<file path="config.mk">
export PLATFORM = sky130hd
export DESIGN_NAME = power_window_controller
export DESIGN_NICKNAME = d
export VERILOG_FILES = /design/src/design/pwc_pkg.sv /design/src/design/power_window_controller.sv
export SDC_FILE = /design/constraint.sdc
export NUM_CORES = 1
export LEC_CHECK = 0
export BUFFER_PORTS_ARGS = -buffer_cell sky130_fd_sc_hd__buf_2
export CAP_MARGIN = 30
export CORE_AREA = 2 2 170 139
export CTS_CLUSTER_DIAMETER = 40
export DETAILED_ROUTE_END_ITERATION = 7
export DIE_AREA = 0 0 172 141
export GPL_ROUTABILITY_DRIVEN = 0
export RECOVER_POWER = 100
export SLEW_MARGIN = 10
export SYNTH_ARGS = -nofsm -noshare
export SYNTH_HDL_FRONTEND = slang
export SYNTH_SLANG_ARGS = --single-unit
</file>
<file path="constraint.sdc">
create_clock -name clk_i -period 4.4 [get_ports clk_i]
set_input_delay 0.66 -clock clk_i [delete_from_list [all_inputs] [get_ports clk_i]]
set_output_delay 0.66 -clock clk_i [all_outputs]
set_load 0.005 [all_outputs]
</file>
<file path="src/design/pwc_pkg.sv">
// pwc_pkg: shared codes and types for the power window controller.
// No dependencies; imported by power_window_controller.
package pwc_pkg;

  typedef logic [1:0] dir_t;

  localparam dir_t DIR_STOP = 2'd0;
  localparam dir_t DIR_UP   = 2'd1;
  localparam dir_t DIR_DOWN = 2'd2;

  localparam int CfgIdxW = 2;
  localparam int CfgW    = 16;

  localparam logic [CfgIdxW-1:0] REG_HOLD_THRESHOLD = 2'd0;
  localparam logic [CfgIdxW-1:0] REG_REVERSE_TICKS  = 2'd1;

  localparam logic [CfgW-1:0] HOLD_THRESHOLD_RST = 16'd300;
  localparam logic [CfgW-1:0] REVERSE_TICKS_RST  = 16'd1000;

  // bit positions within the sampled level vector
  localparam int LVL_LOCK     = 4;
  localparam int LVL_TOP      = 5;
  localparam int LVL_BOTTOM   = 6;
  localparam int LVL_OBSTACLE = 7;

  localparam int NUM_BUTTONS = 4;

endpackage

</file>
<file path="src/design/power_window_controller.sv">
// power_window_controller: tick-driven window motor control with auto/manual
// modes, passenger lock, latched limits and obstacle reversal.
// Depends on pwc_pkg.

// Each item is one tick of sampled switch levels and yields exactly one result
// item. An item is processed combinationally and its result appears in the
// output register on the next cycle; one item per cycle is sustained, the
// output register taking a new result whenever the downstream side is not
// stalling. Configuration writes are always ready and should be issued only
// while no item is in flight.
module power_window_controller #(
  parameter int COUNTER_BITS = 16
) (
  input  logic                         clk_i,
  input  logic                         rst_ni,
  input  logic                         in_valid_i,
  output logic                         in_stall_o,
  input  logic                         driver_up_button_i,
  input  logic                         driver_down_button_i,
  input  logic                         passenger_up_button_i,
  input  logic                         passenger_down_button_i,
  input  logic                         lock_button_i,
  input  logic                         top_limit_switch_i,
  input  logic                         bottom_limit_switch_i,
  input  logic                         obstacle_sensor_i,
  output logic                         out_valid_o,
  input  logic                         out_stall_i,
  output pwc_pkg::dir_t                motor_direction_o,
  output logic                         reversing_o,
  output logic                         lock_active_o,
  output logic                         at_top_o,
  output logic                         at_bottom_o,
  output logic                         motion_owner_o,
  input  logic                         cfg_valid_i,
  output logic                         cfg_ready_o,
  input  logic [pwc_pkg::CfgIdxW-1:0]  cfg_index_i,
  input  logic [pwc_pkg::CfgW-1:0]     cfg_data_i
);
  import pwc_pkg::*;

  localparam int CmpW = (COUNTER_BITS > CfgW) ? COUNTER_BITS : CfgW;
  localparam logic [COUNTER_BITS-1:0] CntMax = {COUNTER_BITS{1'b1}};

  logic [CfgW-1:0]         hold_thr_q, rev_ticks_q;
  logic [7:0]              prev_q, levels;
  logic [COUNTER_BITS-1:0] hold_cnt_q [NUM_BUTTONS];
  logic [COUNTER_BITS-1:0] hold_cnt_d [NUM_BUTTONS];
  logic [NUM_BUTTONS-1:0]  run_q, run_d;
  dir_t                    dir_q, dir_d;
  logic                    owner_q, owner_d;
  logic                    lock_q, lock_d;
  logic                    top_q, top_d, bot_q, bot_d;
  logic [COUNTER_BITS-1:0] rcnt_q, rcnt_d;
  logic                    rev_q, rev_d;

  logic                    out_valid_q;
  dir_t                    out_dir_q;
  logic                    out_rev_q, out_lock_q, out_top_q, out_bot_q, out_owner_q;

  logic                    accept;

  assign cfg_ready_o = 1'b1;
  assign in_stall_o  = out_valid_q & out_stall_i;
  assign accept      = in_valid_i & ~in_stall_o;

  assign levels = {obstacle_sensor_i, bottom_limit_switch_i, top_limit_switch_i,
                   lock_button_i, passenger_down_button_i, passenger_up_button_i,
                   driver_down_button_i, driver_up_button_i};

  always_comb begin
    logic [7:0]              rise, fall;
    logic [CmpW-1:0]         clip_w;
    logic [COUNTER_BITS-1:0] n;
    logic                    pick_v;
    logic [1:0]              pick;

    rise = levels & ~prev_q;
    fall = prev_q & ~levels;

    lock_d  = lock_q ^ rise[LVL_LOCK];
    run_d   = run_q;
    dir_d   = dir_q;
    owner_d = owner_q;
    top_d   = top_q;
    bot_d   = bot_q;
    rcnt_d  = rcnt_q;
    rev_d   = rev_q;

    for (int i = 0; i < NUM_BUTTONS; i++) begin
      hold_cnt_d[i] = (run_q[i] && hold_cnt_q[i] != CntMax) ?
                      hold_cnt_q[i] + 1'b1 : hold_cnt_q[i];
    end

    if (rev_d) begin
      if (rcnt_d != '0) rcnt_d = rcnt_d - 1'b1;
      if (rcnt_d == '0) begin
        dir_d = DIR_STOP;
        rev_d = 1'b0;
      end
    end

    clip_w = (CmpW'(rev_ticks_q) > CmpW'(CntMax)) ? CmpW'(CntMax) : CmpW'(rev_ticks_q);
    n      = clip_w[COUNTER_BITS-1:0];

    if (dir_d == DIR_DOWN && levels[LVL_BOTTOM]) begin
      bot_d  = 1'b1;
      dir_d  = DIR_STOP;
      rev_d  = 1'b0;
      rcnt_d = '0;
    end else if (dir_d == DIR_UP && levels[LVL_TOP]) begin
      top_d  = 1'b1;
      dir_d  = DIR_STOP;
      rev_d  = 1'b0;
      rcnt_d = '0;
    end else if (dir_d == DIR_UP && rise[LVL_OBSTACLE]) begin
      run_d   = '0;
      owner_d = 1'b0;
      if (n == '0) begin
        dir_d  = DIR_STOP;
        rev_d  = 1'b0;
        rcnt_d = '0;
      end else begin
        dir_d  = DIR_DOWN;
        rev_d  = 1'b1;
        rcnt_d = n;
      end
    end

    // releases: manual mode stops the motor when the owner lets go
    for (int i = 0; i < NUM_BUTTONS; i++) begin
      if (fall[i] && run_d[i]) begin
        if (!rev_d && CmpW'(hold_cnt_d[i]) > CmpW'(hold_thr_q) &&
            owner_d == 1'(i >> 1) && dir_d != DIR_STOP) begin
          dir_d  = DIR_STOP;
          rcnt_d = '0;
        end
        run_d[i] = 1'b0;
      end
    end

    pick_v = 1'b0;
    pick   = 2'd0;
    if (!rev_d) begin
      if (rise[0] && !top_d) begin
        pick_v = 1'b1; pick = 2'd0;
      end else if (rise[1] && !bot_d) begin
        pick_v = 1'b1; pick = 2'd1;
      end else if (rise[2] && !top_d && !lock_d) begin
        pick_v = 1'b1; pick = 2'd2;
      end else if (rise[3] && !bot_d && !lock_d) begin
        pick_v = 1'b1; pick = 2'd3;
      end
    end
    if (pick_v) begin
      owner_d = pick[1];
      if (!pick[0]) begin
        dir_d = DIR_UP;
        bot_d = 1'b0;
      end else begin
        dir_d = DIR_DOWN;
        top_d = 1'b0;
      end
      hold_cnt_d[pick] = '0;
      run_d[pick]      = 1'b1;
    end
  end

  always_ff @(posedge clk_i or negedge rst_ni) begin
    if (!rst_ni) begin
      hold_thr_q  <= HOLD_THRESHOLD_RST;
      rev_ticks_q <= REVERSE_TICKS_RST;
    end else if (cfg_valid_i && cfg_ready_o) begin
      unique case (cfg_index_i)
        REG_HOLD_THRESHOLD: hold_thr_q  <= cfg_data_i;
        REG_REVERSE_TICKS:  rev_ticks_q <= cfg_data_i;
        default: ;
      endcase
    end
  end

  always_ff @(posedge clk_i or negedge rst_ni) begin
    if (!rst_ni) begin
      prev_q  <= '0;
      for (int i = 0; i < NUM_BUTTONS; i++) hold_cnt_q[i] <= '0;
      run_q   <= '0;
      dir_q   <= DIR_STOP;
      owner_q <= 1'b0;
      lock_q  <= 1'b0;
      top_q   <= 1'b0;
      bot_q   <= 1'b0;
      rcnt_q  <= '0;
      rev_q   <= 1'b0;
    end else if (accept) begin
      prev_q  <= levels;
      for (int i = 0; i < NUM_BUTTONS; i++) hold_cnt_q[i] <= hold_cnt_d[i];
      run_q   <= run_d;
      dir_q   <= dir_d;
      owner_q <= owner_d;
      lock_q  <= lock_d;
      top_q   <= top_d;
      bot_q   <= bot_d;
      rcnt_q  <= rcnt_d;
      rev_q   <= rev_d;
    end
  end

  always_ff @(posedge clk_i or negedge rst_ni) begin
    if (!rst_ni) begin
      out_valid_q <= 1'b0;
    end else if (accept) begin
      out_valid_q <= 1'b1;
    end else if (!out_stall_i) begin
      out_valid_q <= 1'b0;
    end
  end

  always_ff @(posedge clk_i) begin
    if (accept) begin
      out_dir_q   <= dir_d;
      out_rev_q   <= rev_d;
      out_lock_q  <= lock_d;
      out_top_q   <= top_d;
      out_bot_q   <= bot_d;
      out_owner_q <= owner_d;
    end
  end

  assign out_valid_o       = out_valid_q;
  assign motor_direction_o = out_dir_q;
  assign reversing_o       = out_rev_q;
  assign lock_active_o     = out_lock_q;
  assign at_top_o          = out_top_q;
  assign at_bottom_o       = out_bot_q;
  assign motion_owner_o    = out_owner_q;

`ifndef ASSERT_OFF
  a_rev_moves_down: assert property (@(posedge clk_i) disable iff (!rst_ni)
    rev_q |-> (dir_q == DIR_DOWN && rcnt_q != '0))
    else $error("reversal without downward drive or with empty count");

  a_limits_exclusive: assert property (@(posedge clk_i) disable iff (!rst_ni)
    !(top_q && bot_q))
    else $error("both limit flags latched");

  a_stall_needs_result: assert property (@(posedge clk_i) disable iff (!rst_ni)
    in_stall_o |-> out_valid_o)
    else $error("input stalled with no pending result");

  a_result_matches_state: assert property (@(posedge clk_i) disable iff (!rst_ni)
    accept |=> (out_valid_o && motor_direction_o == dir_q && reversing_o == rev_q))
    else $error("result register out of step with state");
`endif

endmodule

</file>
# ---- Word-level counts from Yosys, hierarchy flattened
# Cells that the tools add are included.
dict set report classes {
  n_addsub 5
  multipliers 0
  div_mod_pow 0
  n_lt_le_gt_ge 9
  n_eq_ne 8
  shifts 0
  mux 78
  bitwise 13
  reduce_logical 45
}
# op count
set ops {}
lappend ops {{2-to-1 mux 16 bit} 21}
lappend ops {{adder 16 x 1 -> 16 bit (second input constant)} 4}
lappend ops {{AND 64 bit} 1}
lappend ops {{> comparator 16 bit} 4}
lappend ops {{2-to-1 mux 64 bit} 1}
lappend ops {{inequality test 16 bit (second input constant)} 4}
lappend ops {{NOT 64 bit} 1}
lappend ops {{2-to-1 mux 2 bit} 21}
lappend ops {{demux 16 bit (select 2 bit)} 1}
lappend ops {{zero test 16 bit} 2}
lappend ops {{logical AND 1 bit} 31}
lappend ops {{2-to-1 mux 1 bit} 29}
lappend ops {{> comparator 16 bit (second input constant)} 1}
lappend ops {{2-to-1 mux 4 bit} 4}
lappend ops {{nonzero test 16 bit} 1}
lappend ops {{subtractor 16 x 1 -> 16 bit (second input constant)} 1}
lappend ops {{AND 8 bit} 1}
lappend ops {{NOT 8 bit} 1}
lappend ops {{nonzero test 2 bit} 4}
lappend ops {{AND 4 bit} 1}
lappend ops {{== test 2 x 1 -> 1 bit (second input constant)} 2}
lappend ops {{zero test 1 bit} 4}
lappend ops {{NOT 4 bit} 1}
lappend ops {{OR 4 bit} 1}
lappend ops {{13 further kinds} 16}
dict set report word_totals {
  register_bits 139
  latch_bits 0
  ram_bits 0
  mem_bits_ro 0
  inputBits 31
  output_inout_bits 10
  wordCells 180
  mem_count 0
}

# ---- Logic depth before layout (Yosys ltp)
dict set report logic_depth {
  word_depth 30
  ltp_mapped 21
  depth_no_buf 19
}

# ---- Worst setup path after synthesis
# OpenSTA, ideal clock, no wires.
dict set report synth_path {
  path_kind {register to register}
  from {register hold_cnt_q[48] (netlist name)}
  to {register out_dir_q[0] (netlist: motor_direction_o[0]) (data pin)}
  setup_time_ps 255
  arrival_time_ps 4006
  required_ps 4145
  slack_ps 139
  stages_incl_launch_ff 21
  n_path_buf 1
  synth_period_minus_slack_ps 4261
  cell_sequence {dfrtp_1 ha_1 nand2_1 or4_1 o31ai_1 or3_1 or2_2 clkbuf_1 inv_1 and3_1 xor2_1 ha_1 a211oi_1 o21a_1 o21ai_0 o211ai_1 nand3_1 a32oi_1 a311o_1 nor3b_1 o21ba_2}
}
dict set report synth_via {
  elab_chain_cells 22
  elab_cells_between_ends 23
  classes_between {add/sub (1); order compare (1); eq/ne (1); mux (10); reduce/logical (10)}
}
# item line
set synth_rtl {}
lappend synth_rtl {{start, declared} power_window_controller.sv:46} ;# logic [COUNTER_BITS-1:0] hold_cnt_q [NUM_BUTTONS];
lappend synth_rtl {{parallel branches: the longest is 2 deep, another holds adder 16 x 1 -> 16 bit} -}
lappend synth_rtl {{2-to-1 mux 16 bit (*)} power_window_controller.sv:90} ;# hold_cnt_d[i] = (run_q[i] && hold_cnt_q[i] != CntMax) ?
lappend synth_rtl {{> comparator 16 bit (*)} power_window_controller.sv:132} ;# if (!rev_d && CmpW'(hold_cnt_d[i]) > CmpW'(hold_thr_q) &&
lappend synth_rtl {{logical AND 1 bit (*) (2 in series)} power_window_controller.sv:132}
lappend synth_rtl {{logical AND 1 bit (*)} power_window_controller.sv:133} ;# owner_d == 1'(i >> 1) && dir_d != DIR_STOP) begin
lappend synth_rtl {{2-to-1 mux 2 bit (*)} power_window_controller.sv:132}
lappend synth_rtl {{2-to-1 mux 2 bit (*)} power_window_controller.sv:131} ;# if (fall[i] && run_d[i]) begin
lappend synth_rtl {{nonzero test 2 bit} power_window_controller.sv:133}
lappend synth_rtl {{[5 not listed]} -}
lappend synth_rtl {{2-to-1 mux 2 bit} power_window_controller.sv:132}
lappend synth_rtl {{2-to-1 mux 2 bit (*)} power_window_controller.sv:131}
lappend synth_rtl {{nonzero test 2 bit} power_window_controller.sv:133}
lappend synth_rtl {{logical AND 1 bit} power_window_controller.sv:133}
lappend synth_rtl {{2-to-1 mux 2 bit} power_window_controller.sv:132}
lappend synth_rtl {{2-to-1 mux 2 bit (*)} power_window_controller.sv:131}
lappend synth_rtl {{2-to-1 mux 2 bit (*)} power_window_controller.sv:154} ;# if (pick_v) begin
lappend synth_rtl {{net dir_d[0]} power_window_controller.sv:49} ;# dir_t dir_q, dir_d;
lappend synth_rtl {{end signal, assigned} power_window_controller.sv:219} ;# out_dir_q <= dir_d;
lappend synth_rtl {{end, declared} power_window_controller.sv:57} ;# dir_t out_dir_q;
# Mark *: on every way through the listed nets, which the timed path passes.
# A chain may end at the register's enable or synchronous reset.

# ---- Final worst setup path
dict set report layout_path {
  from {register hold_cnt_q[49] (netlist name)}
  to {register rcnt_q[12]}
}
dict set report layout_via {
  elab_chain_cells 21
  elab_cells_between_ends 28
  classes_between {add/sub (1); order compare (1); eq/ne (1); mux (15); reduce/logical (10)}
}
# item line
set layout_rtl {}
lappend layout_rtl {{parallel branches: the longest is 2 deep, another holds adder 16 x 1 -> 16 bit} -}
lappend layout_rtl {{2-to-1 mux 16 bit (*)} power_window_controller.sv:90}
lappend layout_rtl {{> comparator 16 bit (*)} power_window_controller.sv:132}
lappend layout_rtl {{logical AND 1 bit (*) (2 in series)} power_window_controller.sv:132}
lappend layout_rtl {{logical AND 1 bit (*)} power_window_controller.sv:133}
lappend layout_rtl {{2-to-1 mux 2 bit} power_window_controller.sv:132}
lappend layout_rtl {{2-to-1 mux 2 bit} power_window_controller.sv:131}
lappend layout_rtl {{nonzero test 2 bit} power_window_controller.sv:133}
lappend layout_rtl {{[3 not listed]} -}
lappend layout_rtl {{nonzero test 2 bit} power_window_controller.sv:133}
lappend layout_rtl {{logical AND 1 bit} power_window_controller.sv:133}
lappend layout_rtl {{2-to-1 mux 2 bit} power_window_controller.sv:132}
lappend layout_rtl {{2-to-1 mux 2 bit} power_window_controller.sv:131}
lappend layout_rtl {{nonzero test 2 bit} power_window_controller.sv:133}
lappend layout_rtl {{logical AND 1 bit} power_window_controller.sv:133}
lappend layout_rtl {{2-to-1 mux 16 bit} power_window_controller.sv:132}
lappend layout_rtl {{2-to-1 mux 16 bit (*)} power_window_controller.sv:131}
lappend layout_rtl {{end signal, assigned} power_window_controller.sv:202} ;# rcnt_q <= rcnt_d;
lappend layout_rtl {{end, declared} power_window_controller.sv:53} ;# logic [COUNTER_BITS-1:0] rcnt_q, rcnt_d;
# Mark *: on every way between the ends.

==> summary.txt <==
Run status
  – Status: finished with violations
  – Failing checks: max-capacitance violations, max-slew violations

Global routing
  – Vias in the first global route: 7,834
  – First-pass GRT wire length: roughly 42,000 um
  – Grt ovf: 0
  – Gr usage total: 0.222
  – Initial antenna violation count: 1
  – Largest net degree at the start of global routing: 49

Die
  – Chip Width: 172 um
  – Initial core utilization: 0.418
  – Num ports: 41
  – Site Rows: 50
  – Die Height: 141 um
  – Full die area: ~0.024 sq mm
  – Core Region: approximately 0.023 sq mm

STA
  – Fin worst setup slack: 0.102 ns
  – Rel. slew slack: -0.682
  – Fmax: roughly 0.23 GHz
  – Hold Vio Cnt, Final: 0
  – Min Tclk post-route: about 4.3 ns
  – Crit share post-route: 0.977
  – Sum of negative setup slack: 0 ns
  – Final Max Tran Viols: 45
  – Clock Skews: 0.0155 ns
  – Setup violators final: 0
  – Worst-Margin Slew: between 2 and 3 ns
  – Fin Hold WS: 0.433 ns

Clock tree
  – Hold buffer count at CTS: 0
  – Clock-pin slew of the registers on the worst-case setup and hold paths: 0.07 ns
  – Clock sinks: about 140
  – Worst skew pair latency: 0.44 ns
  – Clock buffer depth: 2
  – CTS tree: yes
  – CTS Buf Count: 17
  – Root Buffer: clkbuf_16
  – H-Tree Depth: 4

Synthesis
  – EDFF count, synth: 7
  – FF+latch count, synth: approximately 140
  – Fraction of registers with async set/reset: 0.949
  – Synth top area share: 0.316
  – Post-synthesis cell type count: 88
  – Ranking of synthesized cells by area: dfrtp_1, ha_1, nand2_1
  – YS warnings: 0
  – Top-count cell post-synth: nand2_1
  – Synthesized area per cell: 8.76 sq um
  – Mapped Cells: ~1.1k
  – Net count after synthesis: roughly 1.2k
  – Synth Cell Area: between 0.009 and 0.01 sq mm
  – Register area share after synthesis: 0.365
  – Synth Flop Type: dfrtp_1
  – Yosys top cell by area: dfrtp_1
  – Commonest cells in the netlist: nand2_1, dfrtp_1, nor2_1

Detailed routing
  – Iteration-0 DRC Markers: between 700 and 800
  – Via Count: slightly above 8k
  – Residual DRC: 0
  – Drt total wl: 25,900 um
  – Pre-antenna DRT Iters: 5
  – Avg WL per Cell: 17.6 um
  – Final ANT Viol Nets: 0
  – Vias per inst: 5.60

Cells and area
  – Cell Count, Final, Fillers Out: 1,474
  – Share of cells above drive strength 1: 0.164
  – Fin area: 0.0109 sq mm
  – Area Overhead vs Synth: 15.0%
  – Fill cells: 2,234
  – Area of the multi-input gates: 0.00578 sq mm
  – Fin nets: 1,250
  – Layout Utilization: 0.480
  – Register Area: 0.00348 sq mm
  – Ant diodes: 0

Placement
  – Cell total after placement: between 1k and 1.5k
  – Post-Place Setup Slack: -0.0904 ns
  – Buffers on Ports: 39
  – Area after DPL: between 0.01 and 0.015 sq mm
  – Post-DP HPWL: between 15,000 and 20,000 um

Min path
  – Hold depth: 2
  – Hold path start: in_valid_i
  – Worst Hold Class: input port to flop
  – Worst Hold Endpoint: out_valid_o$_DFFE_PN0P_

Flow run
  – Maximum capacitance violations: 1

Critical path
  – CP Capture Type: flop
  – Startpoint type of the worst setup path: flop
  – Crit path arrival time: 4.57 ns
  – Worst setup path class: flop to flop
  – R2r setup slk: between 0.1 and 0.15 ns
  – Critical path peak fanout: 7
  – FF-to-FF End: rcnt_q[12]$_DFFE_PN0P_
  – R2R cell count: 20
  – CP required: approximately 4.7 ns
  – R2r startpoint: hold_cnt_q[49]$_DFFE_PN0P_

Power
  – Final Power: ~5.2 mW
  – Worst vdd ir: 320 uV
  – Lkg Pwr: 4.75 nW
  – Pwr dens: around 480 mW/mm^2
registers in the layout, summed over array words and instances, names as in the netlist, 2 cells and up:
register / count
hold_thr_q: 16
hold_cnt_q: 64
rev_ticks_q: 16
rcnt_q: 16
dir_q: 2
prev_q: 6
motor_direction_o: 2
run_q: 4
routing by layer:
metal	wire [um]	global-route usage	vias up
li1	-	-	4060
met1	12800	0.329	3937
met2	11200	0.333	228
met3	1500	0.0438	31
met4	398	0.0513	0
met5	0	0	-
layout make-up:
class	count	share of cell area
multi-input combinational	868	0.528
timing repair buffer	93	0.0558
sequential	137	0.318
tap	312	0.0357
inverter	32	0.0110
clock inverter	14	0.0114
clock buffer	18	0.0401
cell usage in the layout (no fill, tap or decap), types with 12 or more instances in the layout:
master,instances
nor2_1,85
nor3_1,23
xnor2_1,46
nand2_1,174
inv_1,32
nand4_1,31
a21oi_1,40
nand3_1,39
and3_1,12
a22o_1,15
o21ai_0,83
buf_4,45
dfrtp_1,119
mux2_2,20
o31ai_1,14
buf_2,33
xor2_1,28
clkbuf_16,18
ha_1,69
power by group:
part | total (mW) | switching, mW | internal [mW]
combinational | 1.99 | 1.13 | 0.858
sequential | 1.86 | 0.303 | 1.56
clock | 1.40 | 0.638 | 0.759
total | 5.25 | 2.07 | 3.18
critical path, stage by stage, from the launching register on:
cell,delay (ns)
dfrtp_1,0.38
ha_2,0.19
nand2_1,0.07
or4_4,0.46
o31ai_4,0.28
or3_1,0.16
or2_4,0.15
inv_1,0.05
and3_1,0.21
xor2_2,0.16
ha_1,0.31
a211oi_1,0.07
o21a_1,0.18
o21ai_1,0.13
o211ai_1,0.11
nand3_1,0.11
a32oi_2,0.11
a311o_2,0.42
a31oi_4,0.29
buf_12,0.16
o221ai_1,0.12
kinds of logic (layout without fill, tap and decap cells):
| group | Yosys count | count (layout) | share of synthesized area |
|---|---|---|---|
| simple gates | 445 | 445 | 0.225 |
| compound gates | 251 | 251 | 0.181 |
| flops | 137 | 137 | 0.365 |
| buf+inv | 81 | 157 | 0.0358 |
| xor+xnor | 77 | 77 | 0.0717 |
| fa+ha+maj | 70 | 70 | 0.0921 |
| mux | 24 | 24 | 0.0280 |
| other cells | 1 | 1 | 0.000394 |
how the worst max path moves through the flow:
stage	slack (ns)	cells past startpoint	startpoint	to
finish	0.10	20	hold_cnt_q[49]$_DFFE_PN0P_	rcnt_q[12]$_DFFE_PN0P_
global route	-0.08	20	hold_cnt_q[49]$_DFFE_PN0P_	rcnt_q[12]$_DFFE_PN0P_
CTS	0.07	19	hold_cnt_q[49]$_DFFE_PN0P_	motor_direction_o[0]$_DFFE_PP_
detailed placement	-0.09	19	hold_cnt_q[49]$_DFFE_PN0P_	rcnt_q[12]$_DFFE_PN0P_
global placement	-0.0008	19	hold_cnt_q[49]$_DFFE_PN0P_	rcnt_q[7]$_DFFE_PN0P_
floorplan	0.14	20	hold_cnt_q[48]$_DFFE_PN0P_	motor_direction_o[0]$_DFFE_PP_
repair_timing:
item                                    4_1_cts  5_1_grt
endpoints found under the setup margin       16       20
gates cloned                                  0        1
setup buffers                                 1        5
pin swaps                                     1       12
gates resized for setup                       1       20
hold endpoints to repair                      0        0
Note: power is estimated with default switching activity, not from simulation.
